==> src/rtl/core/assert_macros.svh <==
// Assertion macros shared by the RTL
`ifndef ASSERT_MACROS_SVH
`define ASSERT_MACROS_SVH

// Property must hold on every clock edge outside reset
`define ASSERT_CLK(label, clk, rst_n, prop, msg) \
    label: assert property (@(posedge clk) disable iff (!rst_n) (prop)) else $error(msg);

// Implication: consequent checked in the cycle after the antecedent
`define ASSERT_NEXT(label, clk, rst_n, ante, cons, msg) \
    label: assert property (@(posedge clk) disable iff (!rst_n) (ante) |=> (cons)) \
        else $error(msg);

`endif

==> src/rtl/core/f23as_pkg.sv <==
// Package with widths and types of the 23-bit float adder
`timescale 1ns / 1ps
package f23as_pkg;
    localparam int ExpW = 6;
    localparam int ManW = 16;
    localparam int SumW = 18;
    localparam int ShW  = 5;
    localparam logic [ShW-1:0] ShiftZero = 5'd31;

    typedef struct packed {
        logic            sign;
        logic [ExpW-1:0] exponent;
        logic [ManW-1:0] mantissa;
    } f23_t;

    typedef struct packed {
        logic            sign;
        logic [ExpW-1:0] exponent;
        logic [SumW-1:0] sum;
    } sum_t;

    // Left shift from priority search over sum bits 17..2
    function automatic logic [ShW-1:0] lead_shift(input logic [SumW-1:0] s);
        logic [ShW-1:0] r;
        r = ShiftZero;
        for (int k = 2; k < SumW; k++)
        begin
            if (s[k])
            begin
                r = ShW'(SumW - 1 - k);
            end
        end
        return r;
    endfunction
endpackage

==> src/rtl/core/f23as_norm.sv <==
// Normalization stage: leading-one search, exponent adjust and shift
`timescale 1ns / 1ps
module f23as_norm (
    input  logic           clk,
    input  logic           rst_n,
    input  logic           en,
    input  logic           in_valid,
    input  f23as_pkg::sum_t in_data,
    output logic           out_valid,
    output f23as_pkg::f23_t out_data
);
    logic                          v1_reg;
    f23as_pkg::sum_t               s1_reg;
    logic [f23as_pkg::ShW-1:0]     sh1_reg;
    logic [f23as_pkg::ShW-1:0]     sh1_next;
    logic                          v2_reg;
    f23as_pkg::f23_t               r2_reg;
    f23as_pkg::f23_t               r2_next;
    logic [f23as_pkg::SumW-1:0]    shifted;
    logic [f23as_pkg::ExpW:0]      e_adj;

    assign sh1_next = f23as_pkg::lead_shift(in_data.sum);

    always_comb
    begin
        shifted = (s1_reg.sum >> 1) << sh1_reg;
        e_adj = {1'b0, s1_reg.exponent} - {2'b0, sh1_reg} + 7'd1;
        r2_next.sign = s1_reg.sign;
        r2_next.mantissa = shifted[f23as_pkg::ManW-1:0];
        if ({1'b0, s1_reg.exponent} < {2'b0, sh1_reg})
        begin
            r2_next.exponent = '0;
        end
        else
        begin
            r2_next.exponent = e_adj[f23as_pkg::ExpW-1:0];
        end
    end

    always_ff @(posedge clk or negedge rst_n)
    begin
        if (!rst_n)
        begin
            v1_reg <= 1'b0;
            v2_reg <= 1'b0;
        end
        else if (en)
        begin
            v1_reg <= in_valid;
            v2_reg <= v1_reg;
        end
    end

    always_ff @(posedge clk)
    begin
        if (en)
        begin
            s1_reg  <= in_data;
            sh1_reg <= sh1_next;
            r2_reg  <= r2_next;
        end
    end

    assign out_valid = v2_reg;
    assign out_data  = r2_reg;
endmodule

==> src/rtl/core/float23_add_sub_top.sv <==
// Top level of the pipelined 23-bit float adder/subtractor
//
// channel | dir | fields (low bit first)
// s_axis  | in  | tdata: a_sign, a_exponent, a_mantissa, b_sign, b_exponent,
//         |     |        b_mantissa, operation, 1 zero pad bit
// m_axis  | out | tdata: res_sign, res_exponent, res_mantissa, 1 zero pad bit
//
// Five register stages: swap, align, add, leading-one search, shift/exponent.
// One transfer per cycle is taken and delivered while the output is not stalled.
// The whole pipe advances together when the output slot is free or empty;
// a stall holds every stage. rst_n clears only valid bits.
`timescale 1ns / 1ps
`include "assert_macros.svh"
module float23_add_sub_top (
    input  logic        clk,
    input  logic        rst_n,
    input  logic        s_axis_tvalid,
    output logic        s_axis_tready,
    input  logic [47:0] s_axis_tdata,  // a_sign, a_exponent, a_mantissa, b_sign,
                                       // b_exponent, b_mantissa, operation, pad
    output logic        m_axis_tvalid,
    input  logic        m_axis_tready,
    output logic [23:0] m_axis_tdata   // res_sign, res_exponent, res_mantissa, pad
);
    localparam int EW = f23as_pkg::ExpW;
    localparam int MW = f23as_pkg::ManW;

    logic en;
    logic out_valid;
    f23as_pkg::f23_t out_data;

    // stage 0 inputs
    f23as_pkg::f23_t in_a, in_b;
    assign in_a  = '{s_axis_tdata[0], s_axis_tdata[6:1], s_axis_tdata[22:7]};
    assign in_b  = '{s_axis_tdata[23] ^ s_axis_tdata[46], s_axis_tdata[29:24],
                     s_axis_tdata[45:30]};

    // stage 1: ordered operands
    logic            v1_reg;
    f23as_pkg::f23_t a1_reg, b1_reg;
    f23as_pkg::f23_t a1_next, b1_next;
    always_comb
    begin
        if ({in_a.exponent, in_a.mantissa} < {in_b.exponent, in_b.mantissa})
        begin
            a1_next = in_b;
            b1_next = in_a;
        end
        else
        begin
            a1_next = in_a;
            b1_next = in_b;
        end
    end

    // stage 2: aligned significands
    logic          v2_reg;
    logic          s2_reg, sub2_reg;
    logic [EW-1:0] e2_reg;
    logic [MW:0]   ma2_reg, mb2_reg;
    logic [MW:0]   ma2_next, mb2_next, mbx;
    logic [EW-1:0] diff;
    always_comb
    begin
        ma2_next = {a1_reg.exponent != '0, a1_reg.mantissa};
        mbx = {b1_reg.exponent != '0, b1_reg.mantissa};
        diff = a1_reg.exponent - b1_reg.exponent;
        mb2_next = (diff[EW-1:4] != '0) ? '0 : (mbx >> diff[3:0]);
    end

    // stage 3: sum
    logic            v3_reg;
    f23as_pkg::sum_t r3_reg, r3_next;
    always_comb
    begin
        r3_next.sign = s2_reg;
        r3_next.exponent = e2_reg;
        if (sub2_reg)
        begin
            r3_next.sum = {1'b0, ma2_reg} - {1'b0, mb2_reg};
        end
        else
        begin
            r3_next.sum = {1'b0, ma2_reg} + {1'b0, mb2_reg};
        end
    end

    assign en = !out_valid || m_axis_tready;
    assign s_axis_tready = en;

    always_ff @(posedge clk or negedge rst_n)
    begin
        if (!rst_n)
        begin
            v1_reg <= 1'b0;
            v2_reg <= 1'b0;
            v3_reg <= 1'b0;
        end
        else if (en)
        begin
            v1_reg <= s_axis_tvalid;
            v2_reg <= v1_reg;
            v3_reg <= v2_reg;
        end
    end

    always_ff @(posedge clk)
    begin
        if (en)
        begin
            a1_reg   <= a1_next;
            b1_reg   <= b1_next;
            s2_reg   <= a1_reg.sign;
            sub2_reg <= a1_reg.sign ^ b1_reg.sign;
            e2_reg   <= a1_reg.exponent;
            ma2_reg  <= ma2_next;
            mb2_reg  <= mb2_next;
            r3_reg   <= r3_next;
        end
    end

    f23as_norm u_norm (
        .clk       (clk),
        .rst_n     (rst_n),
        .en        (en),
        .in_valid  (v3_reg),
        .in_data   (r3_reg),
        .out_valid (out_valid),
        .out_data  (out_data)
    );

    assign m_axis_tvalid = out_valid;
    assign m_axis_tdata  = {1'b0, out_data.mantissa, out_data.exponent, out_data.sign};

    `ASSERT_NEXT(a_hold, clk, rst_n, m_axis_tvalid && !m_axis_tready,
        m_axis_tvalid && $stable(m_axis_tdata), "output changed while stalled")
    `ASSERT_CLK(a_pad, clk, rst_n, !m_axis_tvalid || m_axis_tdata[23] == 1'b0,
        "pad bit set on output")
    `ASSERT_NEXT(a_ready, clk, rst_n, !m_axis_tvalid, s_axis_tready || m_axis_tvalid,
        "pipe not ready while output empty")
endmodule

==> config.mk <==
export PLATFORM = sky130hd
export DESIGN_NAME = float23_add_sub_top
export DESIGN_NICKNAME = d
export VERILOG_FILES = /design/src/rtl/core/f23as_pkg.sv /design/src/rtl/core/f23as_norm.sv /design/src/rtl/core/float23_add_sub_top.sv
export VERILOG_INCLUDE_DIRS = /design/src /design/src/rtl/core
export SDC_FILE = /design/constraint.sdc
export NUM_CORES = 1
export LEC_CHECK = 0
export CAP_MARGIN = 10
export CORE_MARGIN = 10
export CORE_UTILIZATION = 45
export CTS_CLUSTER_SIZE = 8
export DETAILED_ROUTE_END_ITERATION = 10
export DONT_BUFFER_PORTS = 1
export PLACE_DENSITY = 0.61
export SLEW_MARGIN = 10
export SYNTH_ARGS = -nofsm -noshare
export SYNTH_HDL_FRONTEND = slang
export SYNTH_SLANG_ARGS = --single-unit
==> constraint.sdc <==
create_clock -name clk -period 9.6 [get_ports clk]
set_clock_uncertainty 0.15 [all_clocks]
set_input_delay 0.96 -clock clk [delete_from_list [all_inputs] [get_ports clk]]
set_output_delay 0.96 -clock clk [all_outputs]
set_load 0.1 [all_outputs]
Word-level counts from Yosys, hierarchy flattened --
Cells that the tools add are included.
Operators by class: $add $sub $neg 5, $lt $le $gt $ge 2, shift-type cells 2, multiplexer cells 18, bitwise logic cells 2, reduce and logical (&&, ||, !) cells 9
Operators with widths (count):
- 23-bit two-way mux | 2
- 4-bit two-way mux | 7
- 22-bit < comparator | 1
- 17-bit by 17-bit adder with 18-bit output | 1
- 18-bit two-way mux | 1
- 17-bit by 17-bit subtractor with 18-bit output | 1
- 17-bit by 5-bit << shifter with 16-bit output | 1
- 17-bit by 4-bit right shift with 17-bit output | 1
- 15-bit OR reduction | 1
- 3-bit two-way mux | 4
- 6-bit nonzero test | 2
- 8-bit OR reduction | 1
- 6-bit by 1-bit adder with 6-bit output, second input constant | 1
- 6-bit by 5-bit < comparator with 1-bit output | 1
- 6-bit by 5-bit subtractor with 6-bit output | 1
- 6-bit subtractor | 1
- 5-bit two-way mux | 1
- 2-bit two-way mux | 2
- 4-bit OR reduction | 1
- 2-bit nonzero test | 1
- 2-bit OR reduction | 1
- 1-bit bitwise XOR | 2
- 1-bit zero test | 1
- 1-bit logical OR | 1
- 1-bit two-way mux | 1
Word-level totals: flip-flop bits (word level) 171, logic and storage cells 68

Longest topological paths before layout --
Gate-level depths: netlist (run 1).
word-level depth 15, gate-level depth with buffers 12, mapped depth without buffers 12

Cells and area by module --
Synthesis (run 1) repeated with hierarchy kept, for this count alone.
Unflattened totals: cells, all modules 791, area total of the unflattened synthesis 9596.7 um2
By module, submodules not included:
- float23_add_sub_top | times used 1, cells each 572, area an instance 6749.0 um2
- f23as_norm | times used 1, cells each 219, area an instance 2847.7 um2

Worst setup path after synthesis (run 1) --
Ideal clock, no wire load.
kind reg-to-output, start register u_norm.v2_reg, in the netlist u_norm.out_valid, end output port s_axis_tready, arrival time 4.848 ns, data required time 8.490 ns, setup slack 3.642 ns, cell stages (with the launch flop) 3, buffers on the path 0, path through dfrtp_1 nor2b_1 inv_1
Between the ends: longest elaborated chain between the ends 2
RTL lines:
- from (decl) | line f23as_norm.sv:16 | logic v2_reg;
- from (signal assigned) | line f23as_norm.sv:50 | v2_reg <= v1_reg;
- 1-bit zero test | line float23_add_sub_top.sv:88 | assign en = !out_valid || m_axis_tready;
- 1-bit logical OR | line float23_add_sub_top.sv:88
- to (decl) | line float23_add_sub_top.sv:18 | output logic s_axis_tready,
No other way between the ends.

Worst setup path in the final report (run 1) --
start register u_norm.v2_reg, in the netlist u_norm.out_valid, end register ma2_reg[3] (enable)
Between the ends: longest elaborated chain between the ends 2
RTL lines:
- 1-bit zero test | line float23_add_sub_top.sv:88
- 1-bit logical OR | line float23_add_sub_top.sv:88
- via s_axis_tready | line float23_add_sub_top.sv:18
- to (signal assigned) | line float23_add_sub_top.sv:116 | ma2_reg <= ma2_next;
- to (decl) | line float23_add_sub_top.sv:60 | logic [MW:0] ma2_reg, mb2_reg;
The timed path passes the listed nets, and every way through them passes these cells. A chain may end at the register's enable or synchronous reset.

==> key figures, run 1 <==
Run status
  – Status: completed

Synth
  – Cell taking the most area after synthesis: edfxtp_1
  – Post-Syn Instances: 761
  – Unique masters post-synth: 54
  – Number of synthesized flops with an enable pin: 163
  – Post-Syn Area: 0.009453 mm²
  – Sequential area share after synthesis: 53.10%
  – Post-synth top area share: 51.78%
  – Average size of a mapped cell: 12.42 µm²
  – Post-synth ARST share: 2.976%
  – Flops & latches, synth: 168
  – Dominant cells by area after synthesis: edfxtp_1 52%, ha_1 7.3%, mux2_4 6.4%
  – Syn Nets: 872
  – Post-synth top flop: edfxtp_1
  – Warnings, synthesis: 0

Clock tree
  – Clock transition at path regs: 0.07 ns
  – Post-CTS sizing: 0
  – CTS tree: done
  – Setup repair bufs after CTS: 0
  – Root buffer cell: clkbuf_16
  – Hold_buf cts: 0
  – CTS max path bufs: 2
  – Clock Sinks: 168
  – Total CTS buffers: 17
  – Htree depth: 4
  – Worst-Skew Late Latency: 0.42 ns

Worst setup path
  – Crit Path Class: reg2reg
  – Nature of the critical path endpoint: register
  – CP required: 9.50 ns
  – CP arrival: 3.55 ns
  – CP Launch Type: register
  – Worst Path Max Fanout: 75

Cells and area
  – Most common cell after layout, fill and taps aside: edfxtp_1
  – Area growth syn-to-layout: 8.180%
  – Final Non-Filler Cells: 1041
  – Most frequent cells in the layout: 163 x edfxtp_1, 56 x inv_1, 56 x nor2_1, 55 x ha_1, 51 x a21oi_1
  – Final core utilization: 50.06%
  – Layout cells sized above 1: 13.49%
  – Max reg flops: 24
  – Fin nets: 869
  – Final std cell area, no fill: 0.01023 mm²
  – # diodes: 0

Timing
  – Rel. slew slack: 24.60%
  – Setup TNS: 0 ns
  – Max Slew Vio Count: 0
  – Achievable clock frequency: 274.2 MHz
  – Hold Fails Final Rpt: 0
  – Final min period: 3.647 ns
  – Final setup vio count: 0
  – Final period util: 37.99%
  – Worst-margin pin slew: 1.123 ns
  – RSZ-0062 raised after global routing: no

GRT
  – Total congestion overflow: 0
  – Largest net degree at the start of global routing: 76
  – Busiest metal layer after global routing: met2
  – Met3 usage: 3.908%
  – First-pass GRT wire length: 26.08 mm
  – Met2 Track Usage GR: 20.74%
  – Gr usage total: 11.88%
  – Met1 Use GR: 12.77%
  – Initial antenna violation count: 0
  – Vias in the first global route: 5692

Route
  – Final routed DRC violation total: 0
  – Drt total wl: 15.85 mm
  – Vias: 5570
  – Initial DRT Pass Iterations: 4
  – Initial DRC Count: 269
  – DRT antenna net count: 0
  – WL/cell: 15.22 µm
  – Vias per inst: 5.351

Floorplanning
  – Die outline width: 164.9 µm
  – Num rows: 52
  – # IOs: 78
  – Core area: 0.02043 mm²
  – Die Footprint: 0.02720 mm²
  – Initial Util: 46.27%
  – Die H: 164.9 µm

Placement
  – Cells after DPL: 1008
  – GPL Wtd Cong: 0.9370
  – PortBufs: 0
  – DP Area: 0.009649 mm²
  – Post-DP HPWL: 12.16 mm

Worst hold path
  – Hold Crit Class: in2async

Run
  – Maxcap violations: 0
worst max-delay path, stage by stage (launching register included):
cell     delay [ns]
dfrtp_1        0.73
nor2b_1        0.39
inv_6          0.33
buf_4          0.74
buf_4          0.82
metal layers:
metal | vias up | share of wire [%]
met4 | 0 | 1.8
met2 | 130 | 50
li1 | 2809 | -
met5 | - | 0
met3 | 29 | 6.1
met1 | 2602 | 42
logic make-up (layout without fill, tap and decap cells):
group	count (synthesis)	in the layout	share of synthesized area (%)
muxes	87	87	12.06
other	1	1	0.03967
adders and majority gates	59	59	8.127
and+or+nand+nor	179	179	8.895
DFF	168	168	53.10
buffers and inverters	84	94	4.130
xor gates and xnor gates	40	40	3.706
AOI/OAI and AO/OA	143	143	9.941
synth_stat cells, drive strengths merged, types with 3 or more instances:
cell,instances
and2,6
nand4,3
xor2,15
clkbuf,16
edfxtp,163
nor3,28
nand2,43
a21oi,51
nor4,6
mux2,55
a21o,14
o21ai,18
inv,57
fa,4
a211oi,32
a31oi,8
and3,5
o21bai,4
ha,55
nand3,8
nor2,56
xnor2,25
mux2i,28
a22oi,4
nor2b,9
dfrtp,5
mux4,4
nand2b,5
buf,11
per-stage QoR:
stage / worst slack [ns] / hold WS (ns)
6_report: 5.953 / 0.08070
5_1_grt: 5.685 / 0.05548
4_1_cts: 5.897 / 0.05777
3_5_place_dp: 5.883 / 0.2545
3_3_place_gp: 5.948 / 0.2507
2_1_floorplan: 3.642 / 0.2503
final cells by class:
type	count	area, µm²
fill	1797	10200
sequential	168	5020
multi-input combinational	509	4043
clock buffer	18	429.2
tap	270	337.8
inverter	57	219.0
clock inverter	14	140.1
timing repair buffer	5	37.54
worst paths after layout:
path | from | endpoint | slack (ns) | depth (start not counted)
max | u_norm.out_valid | ma2_reg[3] | 5.95 | 4
min | rst_n | u_norm.out_valid | 0.08 | 0
max reg2reg | u_norm.out_valid | ma2_reg[3] | 5.95 | 4
min reg2reg | a1_reg[14] | ma2_reg[14] | 0.27 | 0
max in group asynchronous | rst_n | v3_reg | 9.15 | 0
min in group clk | a1_reg[14] | ma2_reg[14] | 0.27 | 0
Power of run 1 is left out: the tool's default activity adds up to more than one toggle a clock period on the data nets, which glitch-free logic cannot reach.
==> inputs of run 2 (changes only) <==
ABC_AREA = 1   (was unset)
PLACE_DENSITY = 0.63   (was 0.61)
clock period = 3 ns   (was 9.6 ns; I/O delays follow)
==> key figures, run 2 <==
Run status
  – Status: completed

Cells and area
  – Filler cells: 1918
  – Final std cell area, no fill: 0.01172 mm²
  – Fin nets: 1243
  – Max reg flops: 24
  – Area growth syn-to-layout: 17.97%
  – Layout cells sized above 1: 12.40%
  – Most frequent cells in the layout: 260 x nand2_1, 163 x edfxtp_1, 107 x inv_1, 87 x nor2_1, 69 x dlygate4sd3_1
  – # diodes: 0
  – Most common cell after layout, fill and taps aside: nand2_1

Floorplanning
  – Die Footprint: 0.02841 mm²
  – Core area: 0.02176 mm²
  – Die outline width: 168.6 µm
  – # IOs: 78
  – Num rows: 54
  – Initial Util: 45.65%
  – Die H: 168.6 µm

Clock tree
  – Worst-Skew Late Latency: 0.42 ns
  – CTS max path bufs: 2
  – Clock Sinks: 168
  – Total CTS buffers: 17
  – Root buffer cell: clkbuf_16
  – Htree depth: 4
  – CTS tree: done
  – Clock transition at path regs: 0.07 ns

Synth
  – Warnings, synthesis: 0
  – Sequential area share after synthesis: 50.55%
  – Count leader, synth: nand2_1
  – Post-synthesis adder-cell area fraction: 7.736%
  – Fraction of the mapped netlist area in simple logic gates: 20.32%
  – Flops & latches, synth: 168
  – Post-synth ARST share: 2.976%
  – Dominant cells by area after synthesis: edfxtp_1 49%, nand2_1 10%, ha_1 6.9%
  – Largest family of logic cells by synthesized area: simple AND/OR/NAND/NOR gates
  – Compound-Gate Fraction of Synth Area: 8.681%
  – Post-synth top area share: 49.29%
  – Post-Syn Instances: 1042
  – Synth cell count leaders: 267 x nand2_1, 163 x edfxtp_1, 109 x inv_1
  – Post-Syn Area: 0.009931 mm²
  – Synth Area in XOR/XNOR: 3.074%
  – Unique masters post-synth: 57
  – Number of synthesized flops with an enable pin: 163
  – Syn Nets: 1153
  – Average size of a mapped cell: 9.530 µm²
  – Mux contribution to synthesized area: 1.348%
  – Post-synth top flop: edfxtp_1
  – Cell taking the most area after synthesis: edfxtp_1

Placement
  – GPL Wtd Cong: 0.8734
  – Post-DP HPWL: 14.81 mm
  – PortBufs: 0
  – DP Area: 0.01023 mm²

GRT
  – First-pass GRT wire length: 33.78 mm
  – Initial antenna violation count: 0
  – Vias in the first global route: 7217
  – Total congestion overflow: 0
  – Gr usage total: 14.37%
  – Largest net degree at the start of global routing: 74

Worst setup path
  – CP arrival: 2.90 ns
  – CP Launch Type: register
  – CP delay by family, top: simple AND/OR/NAND/NOR gates
  – Nature of the critical path endpoint: register
  – Worst path max stage delay: 0.40 ns
  – Crit-path slowest cell: edfxtp_1
  – Crit Path Class: reg2reg
  – CP required: 3.01 ns
  – Worst Path Max Fanout: 3
  – Critical Path, Cell by Cell: nor3_2 > nand4_1 > nor3_2 > nand2_1 > nand2_1 > xnor2_1 > inv_1 > ha_4 > buf_4 > nand2_2 > nor2_1 > and2_1 > a21oi_2 > xnor2_1
  – Worst Path Buf+Inv: 2

Route
  – Vias per inst: 5.117
  – Vias: 7292
  – DRT antenna net count: 0
  – WL/cell: 14.28 µm
  – Initial DRC Count: 420
  – Drt total wl: 20.35 mm
  – Final routed DRC violation total: 0
  – Initial DRT Pass Iterations: 5

Timing
  – Final min period: 2.880 ns
  – Max Slew Vio Count: 0
  – Rel. slew slack: 39.51%
  – Final period util: 96.02%
  – Worst-margin pin slew: 0.9093 ns
  – Achievable clock frequency: 347.2 MHz
  – Hold Fails Final Rpt: 0
  – RSZ-0062 raised after global routing: yes
  – Final setup vio count: 0

Run
  – Maxcap violations: 0

Worst hold path
  – Hold Crit Class: in2reg
==> run 2: changes by cell type in the layout (fill, tap and decap cells not counted), moves of 35 or more <==
cell,previous run,this run
buf_4,5,40
dlygate4sd3_1,0,69
inv_1,56,107
mux2_4,40,0
nand2_1,43,260
nand4_1,3,52
==> run 2: worst paths after layout <==
path / to / slack, ns / start / cells past startpoint
worst max-delay path: r3_reg[17] / 0.12 / mb2_reg[1] / 14
worst min-delay path: a1_reg[13] / 0.03 / s_axis_tdata[43] / 2
worst max register to register: r3_reg[17] / 0.12 / mb2_reg[1] / 14
worst min register to register: u_norm.s1_reg[1] / 0.27 / r3_reg[1] / 0
max in group asynchronous: u_norm.v1_reg / 1.96 / rst_n / 2
min in group asynchronous: v1_reg / 0.56 / rst_n / 2
==> run 2: metrics by stage <==
stage,worst slack (ns),util (%),instances,hold slack [ns],setup TNS [ns]
5_1_grt,-0.04865,53.85,1425,0.02663,-0.1244
6_report,0.1195,53.85,1425,0.02939,0
2_1_floorplan,0.2584,-,1042,-0.1456,0
3_5_place_dp,-0.02125,47.04,1320,-0.1454,-0.02125
4_1_cts,-0.01804,53.04,1421,0.001064,-0.01804
3_3_place_gp,0.01417,47.04,1320,-0.1455,0
==> run 2: layout make-up <==
class / instances / area (µm²) / share of cell area [%]
repair buffers: 111 / 1031 / 8.801
inverters: 117 / 439.2 / 3.749
well taps: 280 / 350.3 / 2.990
clock buffers: 19 / 442.9 / 3.781
clock inverters: 13 / 157.7 / 1.346
multi-input cells: 717 / 4274 / 36.48
flip-flops and latches: 168 / 5020 / 42.85
==> run 2: kinds of logic after synthesis <==
group	count (synthesis)
flops	168
simple gates	460
xor+xnor	34
fa+ha+maj	59
other cells	1
mux	13
buf+inv	157
compound gates	150
==> run 2: repair_timing <==
item | CTS | global route
resized for setup | 4 | 36
pin swaps | 2 | 17
setup buffers | 1 | 3
hold endpoints to repair | 50 | 1
hold buffers | 68 | 1
endpoints found under the setup margin | 2 | 7
==> run 2: per-layer routing <==
metal / global-route usage, % / wire (µm) / vias up / part of all wire, %
li1: - / - / 3737 / -
met1: 15.70 / 8381 / 3353 / 41
met2: 26.20 / 10540 / 175 / 52
met3: 3.844 / 1012 / 27 / 5.0
met4: 4.958 / 409 / 0 / 2.0
met5: 0 / 0 / - / 0
Power of run 2 is left out for the same reason.
==> inputs of run 3 (changes only) <==
SYNTH_HIERARCHICAL = 1   (was unset)
==> key figures, run 3 <==
Clock tree
  – Total CTS buffers: 17
  – CTS max path bufs: 2
  – Root buffer cell: clkbuf_16
  – CTS tree: done
  – Clock transition at path regs: 0.06 ns
  – Worst-Skew Late Latency: 0.42 ns
  – Clock Sinks: 168
  – Htree depth: 4

Synth
  – Post-Syn Instances: 1134
  – Syn Nets: 1246
  – Average size of a mapped cell: 8.938 µm²
  – Post-Syn Area: 0.01014 mm²
  – Warnings, synthesis: 6

Cells and area
  – Most common cell after layout, fill and taps aside: nand2_1
  – Layout cells sized above 1: 8.504%
  – Most frequent cells in the layout: 333 x nand2_1, 163 x edfxtp_1, 128 x inv_1, 86 x nor2_1, 82 x nand3_1
  – Area growth syn-to-layout: 15.86%
  – Max reg flops: 24
  – # diodes: 0
  – Fin nets: 1322

Floorplanning
  – Initial Util: 46.02%
  – Core area: 0.02203 mm²
  – # IOs: 78
  – Die outline width: 170.1 µm
  – Die Footprint: 0.02893 mm²
  – Num rows: 54
  – Die H: 170.1 µm

Route
  – Drt total wl: 21.20 mm
  – Vias: 7710
  – Vias per inst: 5.130
  – Final routed DRC violation total: 0
  – DRT antenna net count: 0
  – WL/cell: 14.11 µm
  – Initial DRC Count: 483
  – Initial DRT Pass Iterations: 5

GRT
  – Vias in the first global route: 7633
  – Largest net degree at the start of global routing: 87
  – Total congestion overflow: 0
  – First-pass GRT wire length: 35.07 mm
  – Gr usage total: 14.90%
  – Initial antenna violation count: 0

Timing
  – Max Slew Vio Count: 0
  – Hold Fails Final Rpt: 0
  – Setup TNS: 0 ns
  – Final period util: 92.09%
  – Rel. slew slack: 39.57%
  – Final min period: 2.763 ns
  – Worst-margin pin slew: 0.9084 ns
  – Final setup vio count: 0
  – Achievable clock frequency: 361.9 MHz
  – RSZ-0062 raised after global routing: no

Worst setup path
  – CP arrival: 2.79 ns
  – Crit Path Class: reg2reg
  – Nature of the critical path endpoint: register
  – CP required: 3.03 ns
  – CP Launch Type: register
  – Worst Path Max Fanout: 5
  – Worst setup path start: mb2_reg[0]
  – FF-to-FF Start: mb2_reg[0]

Worst hold path
  – Hold Crit Class: in2async

Placement
  – GPL Wtd Cong: 0.8686
  – PortBufs: 0
  – Post-DP HPWL: 15.64 mm

Run status
  – Status: completed

Run
  – Maxcap violations: 0
[run 3: worst paths after layout]
kind	cells after the start	slack, ns	end
max in group asynchronous	1	2.48	v2_reg
worst max-delay path	16	0.24	r3_reg[17]
min in group clk	2	0.04	a1_reg[11]
worst max register to register	16	0.24	r3_reg[17]
worst min register to register	0	0.27	u_norm/s1_reg[19]
worst min-delay path	1	0.02	u_norm/v1_reg
[run 3: per-stage QoR]
step | utilization (%) | instance area (µm²) | cells | hold WS [ns] | setup slack (ns)
floorplan | - | 10150 | 1134 | -0.1456 | 0.3609
global placement | 47.32 | 10420 | 1398 | -0.1454 | 0.1748
detailed placement | 47.32 | 10420 | 1398 | -0.1454 | 0.09344
CTS | 52.94 | 11660 | 1499 | 0.007549 | 0.07640
global route | 53.32 | 11740 | 1503 | 0.02044 | 0.004920
finish | 53.32 | 11740 | 1503 | 0.02474 | 0.2372
[run 3: final cells by class]
cell class | instances | area (µm²)
Fill cell | 2016 | 10280
Sequential cell | 168 | 5020
Multi-Input combinational cell | 790 | 4410
Timing Repair Buffer | 98 | 908.4
Inverter | 135 | 509.2
Clock buffer | 18 | 429.2
Tap cell | 280 | 350.3
Clock inverter | 14 | 116.4
[run 3: layer usage]
metal / GRT usage, % / part of all wire, % / vias up
met5: 0 / 0 / -
met4: 6.636 / 2.8 / 0
met3: 3.170 / 4.7 / 39
met2: 26.30 / 50 / 188
met1: 17.02 / 43 / 3503
li1: - / - / 3980
[run 3: what timing repair did]
item | 4_1_cts | 5_1_grt
buffers inserted | 0 | 4
setup endpoints to repair | 0 | 6
hold endpoints to repair | 52 | 0
hold buffers | 69 | 0
resized for setup | 0 | 15
[run 3: critical path, cell delays in order (launching register included)]
cell	delay (ns)
edfxtp_1	0.41
inv_2	0.10
ha_4	0.14
nand4_1	0.16
nand2_2	0.14
nand2_1	0.09
nor2_1	0.13
xor2_1	0.29
ha_4	0.28
a21oi_4	0.12
o21ai_1	0.08
inv_1	0.09
nor2_1	0.05
nor2_1	0.13
nand2_1	0.07
nand2_1	0.05
nand2_1	0.04
Power of run 3 is left out for the same reason.
